$ cat config.mk
export PLATFORM = sky130hd
export DESIGN_NAME = searchable_fifo_queue_top
export DESIGN_NICKNAME = d
export VERILOG_FILES = /design/src/sfq_pkg.sv /design/src/sfq_cell.sv /design/src/searchable_fifo_queue_top.sv
export SDC_FILE = /design/constraint.sdc
export NUM_CORES = 1
export LEC_CHECK = 0
export BUFFER_PORTS_ARGS = -buffer_cell sky130_fd_sc_hd__clkbuf_2
export CAP_MARGIN = 20
export CORE_ASPECT_RATIO = 1.75
export CORE_UTILIZATION = 60
export DETAILED_ROUTE_END_ITERATION = 8
export PLACE_DENSITY = 0.78
export SYNTH_ARGS = -nofsm -noshare
export SYNTH_HDL_FRONTEND = slang
export SYNTH_HIERARCHICAL = 1
export SYNTH_SLANG_ARGS = --single-unit
$ cat constraint.sdc
create_clock -name clk -period 4.4 [get_ports clk]
set_clock_uncertainty 0.2 [all_clocks]
set_input_delay 0.44 -clock clk [delete_from_list [all_inputs] [get_ports clk]]
set_output_delay 0.44 -clock clk [all_outputs]
set_load 0.1 [all_outputs]
$ cat src/sfq_pkg.sv
// ----------------------------------------------------------------------------
// sfq_pkg
// Shared types and constants for the searchable FIFO queue: item layouts,
// operation and status codes, cell control bundle and controller states.
// ----------------------------------------------------------------------------
package sfq_pkg;

  localparam int QUEUE_DEPTH_DEF = 16;
  localparam int WORD_W          = 32;
  localparam int MODE_W          = 2;
  localparam int STATUS_W        = 2;
  localparam int OCC_W           = 5;

  localparam logic [MODE_W-1:0] MODE_ENQ  = 2'd0;
  localparam logic [MODE_W-1:0] MODE_DEQ  = 2'd1;
  localparam logic [MODE_W-1:0] MODE_SRCH = 2'd2;

  localparam logic [STATUS_W-1:0] STAT_DONE  = 2'd0;
  localparam logic [STATUS_W-1:0] STAT_EMPTY = 2'd1;
  localparam logic [STATUS_W-1:0] STAT_FULL  = 2'd2;

  typedef struct packed {
    logic [MODE_W-1:0]        mode;
    logic signed [WORD_W-1:0] value;
  } in_item_t;

  typedef struct packed {
    logic signed [WORD_W-1:0] data_out;
    logic [STATUS_W-1:0]      status;
    logic                     found;
    logic [OCC_W-1:0]         occupancy;
  } out_item_t;

  typedef struct packed {
    logic                     shift;
    logic                     push;
    logic                     cmp;
    logic signed [WORD_W-1:0] key;
  } cell_ctl_t;

  typedef enum logic {
    S_IDLE,
    S_SEARCH
  } sfq_state_t;

endpackage

$ cat src/sfq_cell.sv
// ----------------------------------------------------------------------------
// sfq_cell
// One queue position: holds a word and its valid bit, takes the word of the
// cell above on a dequeue, loads on an enqueue when it is the first free
// position, and registers a local compare against the search key.
// ----------------------------------------------------------------------------
module sfq_cell (
  input  logic                             clk,
  input  logic                             rst_n,
  input  sfq_pkg::cell_ctl_t               ctl,
  input  logic signed [sfq_pkg::WORD_W-1:0] up_word,
  input  logic                             up_valid,
  input  logic                             down_valid,
  output logic signed [sfq_pkg::WORD_W-1:0] word,
  output logic                             valid,
  output logic                             match
);
  import sfq_pkg::*;

  logic signed [WORD_W-1:0] word_r, word_nxt;
  logic                     valid_r, valid_nxt;
  logic                     match_r, match_nxt;

  always_comb begin
    word_nxt  = word_r;
    valid_nxt = valid_r;
    match_nxt = match_r;
    if (ctl.shift) begin
      word_nxt  = up_word;
      valid_nxt = up_valid;
    end else if (ctl.push && !valid_r && down_valid) begin
      word_nxt  = ctl.key;
      valid_nxt = 1'b1;
    end
    if (ctl.cmp) begin
      match_nxt = valid_r && (word_r == ctl.key);
    end
  end

  always_ff @(posedge clk) begin
    word_r <= word_nxt;
    if (!rst_n) begin
      valid_r <= 1'b0;
      match_r <= 1'b0;
    end else begin
      valid_r <= valid_nxt;
      match_r <= match_nxt;
    end
  end

  assign word  = word_r;
  assign valid = valid_r;
  assign match = match_r;

endmodule

$ cat src/searchable_fifo_queue_top.sv
// ----------------------------------------------------------------------------
// searchable_fifo_queue_top
// FIFO queue of signed words with membership search, built as a row of cells
// with the oldest word in cell 0.
//
//   channel | ports                      | item
//   --------+----------------------------+-------------------------------------
//   input   | in_valid, in_stall, in_data   | mode, value
//   result  | out_valid, out_stall, out_data| data_out, status, found, occupancy
//
// Enqueue, dequeue and the unused mode load their result into the output
// register; in a search the cells register their compare, then the match
// bits are ORed into the result. One item is in work at a time. Outside a
// search, a new item enters in the same cycle that a waiting result is taken.
// A synchronous reset empties the queue. A stalled result stalls input, and
// holds the controller in the search step when a search is in work.
// ----------------------------------------------------------------------------
module searchable_fifo_queue_top #(
  parameter int QUEUE_DEPTH = sfq_pkg::QUEUE_DEPTH_DEF
) (
  input  logic               clk,
  input  logic               rst_n,
  input  logic               in_valid,
  output logic               in_stall,
  input  sfq_pkg::in_item_t  in_data,
  output logic               out_valid,
  input  logic               out_stall,
  output sfq_pkg::out_item_t out_data
);
  import sfq_pkg::*;

  localparam int CNT_W = $clog2(QUEUE_DEPTH + 1);

  logic signed [WORD_W-1:0] word_w [QUEUE_DEPTH];
  logic [QUEUE_DEPTH-1:0]   valid_w;
  logic [QUEUE_DEPTH-1:0]   match_w;
  cell_ctl_t                ctl;

  sfq_state_t state_r, state_nxt;
  logic [CNT_W-1:0] cnt_r, cnt_nxt;
  logic             out_valid_r, out_valid_nxt;
  out_item_t        out_data_r;
  out_item_t        res;
  logic             load_out;
  logic             accept, is_enq, is_deq, is_srch, full, empty, out_free;

  for (genvar i = 0; i < QUEUE_DEPTH; i++) begin : g_cell
    logic signed [WORD_W-1:0] up_word;
    logic                     up_valid;
    logic                     down_valid;
    if (i == QUEUE_DEPTH - 1) begin : g_top
      assign up_word  = '0;
      assign up_valid = 1'b0;
    end else begin : g_mid
      assign up_word  = word_w[i+1];
      assign up_valid = valid_w[i+1];
    end
    if (i == 0) begin : g_head
      assign down_valid = 1'b1;
    end else begin : g_rest
      assign down_valid = valid_w[i-1];
    end
    sfq_cell u_cell (
      .clk       (clk),
      .rst_n     (rst_n),
      .ctl       (ctl),
      .up_word   (up_word),
      .up_valid  (up_valid),
      .down_valid(down_valid),
      .word      (word_w[i]),
      .valid     (valid_w[i]),
      .match     (match_w[i])
    );
  end

  assign is_enq   = (in_data.mode == MODE_ENQ);
  assign is_deq   = (in_data.mode == MODE_DEQ);
  assign is_srch  = (in_data.mode == MODE_SRCH);
  assign full     = (cnt_r == CNT_W'(QUEUE_DEPTH));
  assign empty    = (cnt_r == '0);
  assign out_free = !(out_valid_r && out_stall);
  assign accept   = in_valid && !in_stall;

  always_comb begin
    ctl.shift = accept && is_deq && !empty;
    ctl.push  = accept && is_enq && !full;
    ctl.cmp   = accept && is_srch;
    ctl.key   = in_data.value;
  end

  always_comb begin
    cnt_nxt = cnt_r;
    if (ctl.push) begin
      cnt_nxt = cnt_r + CNT_W'(1);
    end else if (ctl.shift) begin
      cnt_nxt = cnt_r - CNT_W'(1);
    end
  end

  always_comb begin
    state_nxt = state_r;
    case (state_r)
      S_IDLE: begin
        if (accept && is_srch) state_nxt = S_SEARCH;
      end
      S_SEARCH: begin
        if (out_free) state_nxt = S_IDLE;
      end
      default: state_nxt = S_IDLE;
    endcase
  end

  always_comb begin
    in_stall           = 1'b1;
    load_out           = 1'b0;
    res.data_out       = '0;
    res.status         = STAT_DONE;
    res.found          = 1'b0;
    res.occupancy      = OCC_W'(cnt_nxt);
    case (state_r)
      S_IDLE: begin
        in_stall = !out_free;
        load_out = accept && !is_srch;
        if (is_deq) begin
          if (empty) res.status = STAT_EMPTY;
          else       res.data_out = word_w[0];
        end else if (is_enq && full) begin
          res.status = STAT_FULL;
        end
      end
      S_SEARCH: begin
        load_out      = out_free;
        res.found     = |match_w;
        res.occupancy = OCC_W'(cnt_r);
      end
      default: begin
        in_stall = 1'b1;
      end
    endcase
  end

  always_comb begin
    out_valid_nxt = out_valid_r;
    if (load_out) begin
      out_valid_nxt = 1'b1;
    end else if (!out_stall) begin
      out_valid_nxt = 1'b0;
    end
  end

  always_ff @(posedge clk) begin
    if (load_out) out_data_r <= res;
    if (!rst_n) begin
      state_r     <= S_IDLE;
      cnt_r       <= '0;
      out_valid_r <= 1'b0;
    end else begin
      state_r     <= state_nxt;
      cnt_r       <= cnt_nxt;
      out_valid_r <= out_valid_nxt;
    end
  end

  assign out_valid = out_valid_r;
  assign out_data  = out_data_r;

  a_valid_count : assert property (@(posedge clk) disable iff (!rst_n)
    $countones(valid_w) == int'(cnt_r))
    else $error("cell valid bits disagree with occupancy count");

  a_valid_packed : assert property (@(posedge clk) disable iff (!rst_n)
    $onehot0(valid_w & ~(valid_w << 1)) && (valid_w[0] || valid_w == '0))
    else $error("occupied cells are not contiguous from the head");

  a_push_count : assert property (@(posedge clk) disable iff (!rst_n)
    ctl.push |=> cnt_r == $past(cnt_r) + CNT_W'(1))
    else $error("enqueue did not advance occupancy");

  a_search_done : assert property (@(posedge clk) disable iff (!rst_n)
    (state_r == S_SEARCH && load_out) |-> res.status == STAT_DONE)
    else $error("search result carries an error status");

endmodule
# --- Yosys cells after proc, flatten, opt, wreduce, memory -nomap -nowiden ---
# Cells that the tools add are included.
# W data, S select, Z words.
word_totals:
  wordCells: 250
  ff_bits: 591
  output_inout_bits: 42
  in_bits: 38
classes:
  bitwise: 3
  eq_ne: 20
  addsub: 2
  n_reduce_logical: 97
  mux: 73
op_table:
  columns: ["op", "n"]
  rows:
  - ["$mux W32", 30]
  - ["$eq A32 B32 Y1", 16]
  - ["$logic_and A1 B1 Y1", 56]
  - ["$mux W1", 36]
  - ["$reduce_bool A2 Y1", 15]
  - ["$logic_not A1 Y1", 21]
  - ["$reduce_or A16 Y1", 1]
  - ["$mux W5", 3]
  - ["$add A5 B1 Y5 const B", 1]
  - ["$eq A5 B5 Y1 const B", 1]
  - ["$logic_not A5 Y1", 1]
  - ["$sub A5 B1 Y5 const B", 1]
  - ["$mux W2", 2]
  - ["$pmux W1 S2", 2]
  - ["$not A1 Y1", 3]
  - ["$reduce_or A3 Y1", 1]
  - ["$eq A2 B1 Y1 const B", 1]
  - ["$eq A2 B2 Y1 const B", 1]
  - ["$logic_not A2 Y1", 1]
  - ["$ne A2 B1 Y1 const B", 1]
  - ["$reduce_or A2 Y1", 1]

# --- Logic depth before layout (Yosys ltp) ---
depth:
  ltp_word: 10
  ltp_mapped: 10
  ltp_nobuf: 8

# --- Cells and area by module ---
# The synthesis kept the hierarchy.
modules_own_cells:
  columns: ["module", "cells_per_inst", "area_each_um2", "n_inst"]
  rows:
  - ["sfq_cell", 120, 1769.2, 16]
  - ["searchable_fifo_queue_top", 162, 2210.9, 1]

# --- Least setup slack after synthesis ---
# Ideal clock, no wire load.
synth_timing:
  path_kind: "register to register"
  startpoint: "reg out_valid_r, in the netlist out_valid"
  endpoint: "reg g_cell[0].u_cell.valid_r"
  required_ns: 4.135
  slack_ns: 0.334
  path_stages_with_launch: 7
  setup_ns: 0.065
  arrival_time_ns: 3.802
  path_cell_list: "dfxtp_1 a211oi_4 and2_1 and3_1 nand2_1 o21ai_1 o221a_2"
synth_lines:
  columns: ["element", "line_no", "rtl"]
  rows:
  - ["start: declaration", "searchable_fifo_queue_top.sv:41", "logic out_valid_r, out_valid_nxt;"]
  - ["start signal: assignment", "searchable_fifo_queue_top.sv:160", "out_valid_r <= out_valid_nxt;"]
  - ["end signal: assignment", "sfq_cell.sv:46", "valid_r <= valid_nxt;"]
  - ["end: declaration", "sfq_cell.sv:21", "logic valid_r, valid_nxt;"]

==> impl_metrics.json <==
{
  "whs_ns": 0.1092,
  "syn_area_sq_um": 30520,
  "pwr-share-seq_pct": 52.2,
  "setup_tns_ns": 0,
  "cts_tree": "built",
  "fin_crit_sh_pct": 77.91,
  "switchingPower_mw": 2.818,
  "switching_share_pct": 23.04,
  "p_int_mw": 9.413,
  "grt_pass1_wl_um": 91160,
  "ios": 80,
  "critPathMostFrequentCell": "buf_12",
  "finalPower_mw": 12.23,
  "slew_headroom_pct": 37.92,
  "antenna_found_initial": 0,
  "cts_resized": 0,
  "final_cell_mix": "edfxtp_1 (552), xnor2_1 (466), mux2_2 (320)",
  "postCtsSetupBuffers": 0,
  "drv_cap": 0,
  "grt_start_max_net_pins": 111,
  "initial_core_util_pct": 60.64,
  "numCtsBuffers": 55,
  "cp_max_fo": 110,
  "crit_type": "reg -> reg",
  "first_pass_iters": 5,
  "drtIter0Drc": 845,
  "hold_viol_final": 0,
  "overflow": 0,
  "worst_ep_arrival_time_ns": 3.56,
  "hold_end": "out_data[7]$_SDFFCE_PP0P_",
  "insertion_delay_ns": 0.59,
  "clkPwrFrac_pct": 37.6,
  "diodes": 0,
  "worstSetupStartpointType": "flop",
  "die_w_um": 172.5,
  "ys.flop_type": "edfxtp_1",
  "final_max_slew_viol_count": 0,
  "grt_usage_pct": 22.55,
  "numPortBuffers": 79,
  "fin_nets": 2249,
  "slowest_delay_ns": 0.51,
  "syn_inst": 2082,
  "dp_slack_ns": 1.064,
  "rsz0062_at_grt": "no",
  "wl_met2_um": 32290,
  "via_per_inst": 5.756,
  "setup_violations": 0,
  "core_sq_um": 50320,
  "place_hpwl_um": 38870,
  "async_reset_ff_share_pct": 0,
  "dr_total_vias": 16802,
  "wire_per_inst_um": 19.47,
  "fin_crit_ns": 3.428,
  "highest_layer": "met4",
  "rr_startpoint": "cnt_r[1]$_SDFF_PN0_",
  "end_kind": "flop",
  "holdCritStartpoint": "in_data[33]",
  "reg2reg_slack_ns": 0.97,
  "synth.distinct_cells": 47,
  "met1_length_um": 20770,
  "slowest_stage": "buf_12",
  "synth_edf_count": 552,
  "wl_met3_um": 1805,
  "multi_input_area_sq_um": 12990,
  "drcViolationCount": 0,
  "layout-area-overhead-vs-synth_pct": 10.34,
  "avgSynthCellArea_sq_um": 14.66,
  "power.density_nw_per_um2": 363.2,
  "clock-sinks": 591,
  "yosysSeqAreaShare_pct": 56.87,
  "max_freq_ghz": 0.2917,
  "rows": 109,
  "combPwrFrac_pct": 10.2,
  "ys_warn_count": 6,
  "nFillCells": 3542,
  "clock-root-buffer": "clkbuf_16",
  "h-tree-depth": 2,
  "synth_seq_cells": 591,
  "cts-hold-fix-buffers": 0,
  "reg2reg_depth": 8,
  "p_leak_nw": 10.53,
  "hp-class": "in -> reg",
  "path_clk_slew_ns": 0.06,
  "clock_path_buffers": 3,
  "register_area_sq_um": 17360,
  "crit_required_ns": 4.53,
  "vdd_drop_max_mv": 0.5525,
  "path_cells": "inv_1, ha_1, or3b_1, o21ai_4, nor2_4, buf_12, buf_12, mux2_2",
  "status": "complete, no violations",
  "grt_pass1_vias": 17848,
  "drive_gt1_share_pct": 25.70,
  "wl_um": 56850,
  "worst_pin_slew_ns": 0.9312,
  "setup_ws_ns": 0.9718,
  "die_h_um": 300.3,
  "min_path_cells": 2,
  "utilization_pct": 66.91,
  "layout_commonest_cell": "edfxtp_1",
  "postRouteAntennaNets": 0,
  "gp_congestion": 0.8323,
  "die_area_sq_um": 51810,
  "r2r-end": "g_cell[3].u_cell/word[12]$_DFFE_PP_"
}
-- worst max-delay path: cells and delay by family, from the launching register on --
| family | cells | cell delay (ns) |
|---|---|---|
| and+or+nand+nor | 2 | 0.61 |
| adders and majority gates | 1 | 0.27 |
| muxes | 1 | 0.41 |
| buffers and inverters | 3 | 1.04 |
| DFF | 1 | 0.42 |
| AOI/OAI and AO/OA | 1 | 0.12 |
-- metal layers --
metal / vias up / GRT usage (%)
li1: 8080 / -
met1: 8336 / 23.92
met2: 262 / 43.80
met3: 124 / 3.317
met4: 0 / 8.428
met5: - / 0
-- through the flow --
stage               area (sq um)  instances
floorplan                  30640       2114
global placement           31930       2817
detailed placement         31930       2817
CTS                        33650       2918
global route               33670       2919
finish                     33670       2919
-- power by group through the flow --
| stage | clock network [mW] | registers [mW] | logic, mW |
|---|---|---|---|
| 2_1_floorplan | 0 | 6.68 | 0.704 |
| 3_3_place_gp | 0 | 6.50 | 1.19 |
| 3_5_place_dp | 0 | 6.51 | 1.24 |
| 4_1_cts | 4.72 | 6.39 | 1.25 |
| 5_1_grt | 4.91 | 6.40 | 1.35 |
| 6_report | 4.60 | 6.39 | 1.24 |
-- registers in the layout, summed over array words and instances, names as in the netlist --
| name | cells |
|---|---|
| g_cell.u_cell/word | 512 |
| g_cell.u_cell/match | 16 |
| cnt_r | 5 |
| g_cell.u_cell/valid | 16 |
| out_data | 40 |
| out_valid | 1 |
| state_r | 1 |
-- synth_stat cells, types with 2 or more instances --
library cell / number / area (sq um)
a31oi_1: 2 / 12.51
nand2b_1: 2 / 12.51
mux2_1: 192 / 2162
dfxtp_1: 39 / 780.8
conb_1: 2 / 7.510
a22oi_1: 2 / 15.01
nor2_1: 2 / 7.510
ha_1: 2 / 25.02
or2_2: 2 / 12.51
and3_1: 2 / 12.51
edfxtp_1: 552 / 16580
xnor2_1: 466 / 4081
buf_6: 4 / 45.04
xor2_1: 49 / 429.2
o21ai_0: 4 / 20.02
a21boi_0: 2 / 15.01
nor4_1: 37 / 231.5
o221ai_2: 2 / 30.03
a21oi_1: 4 / 20.02
o221a_2: 16 / 180.2
o21a_1: 2 / 15.01
o21ai_1: 16 / 80.08
nand4_1: 131 / 819.5
and2_4: 30 / 262.8
nand3_1: 16 / 80.08
and2_1: 4 / 25.02
mux2_2: 320 / 3603
buf_2: 66 / 330.3
nand3b_1: 17 / 127.6
nor3_1: 19 / 95.09
nand2_1: 39 / 146.4
inv_1: 24 / 90.09
-- final cells by class --
| type | count | area share [%] |
|---|---|---|
| clock buffer | 81 | 4.593 |
| tap | 666 | 2.475 |
| clock inverter | 20 | 0.5054 |
| sequential | 591 | 51.55 |
| multi-input combinational | 1428 | 38.57 |
| inverter | 24 | 0.2675 |
| timing repair buffer | 109 | 2.044 |
-- worst max path at each step --
| stage | start | endpoint | slack, ns | cells after the start |
|---|---|---|---|---|
| after floorplan | out_valid$_SDFFE_PN0P_ | g_cell[0].u_cell/valid$_SDFFE_PN0P_ | 0.33 | 6 |
| after global placement | cnt_r[1]$_SDFF_PN0_ | g_cell[14].u_cell/word[6]$_DFFE_PP_ | 1.22 | 8 |
| after detailed placement | cnt_r[1]$_SDFF_PN0_ | g_cell[7].u_cell/word[16]$_DFFE_PP_ | 1.06 | 8 |
| after CTS | cnt_r[1]$_SDFF_PN0_ | g_cell[6].u_cell/word[25]$_DFFE_PP_ | 1.03 | 8 |
| after global routing | cnt_r[1]$_SDFF_PN0_ | g_cell[15].u_cell/word[6]$_DFFE_PP_ | 0.72 | 8 |
| final | cnt_r[1]$_SDFF_PN0_ | g_cell[3].u_cell/word[12]$_DFFE_PP_ | 0.97 | 8 |
-- kinds of logic after synthesis --
kind of cell	count (synthesis)	share of synthesized area (%)
buffers and inverters	95	1.537
and+or+nand+nor	306	6.162
xor gates and xnor gates	515	14.78
AOI/OAI and AO/OA	58	1.615
muxes	513	18.93
DFF	591	56.87
adders and majority gates	2	0.08198
other	2	0.02461
(Power assumes the default switching activity.)
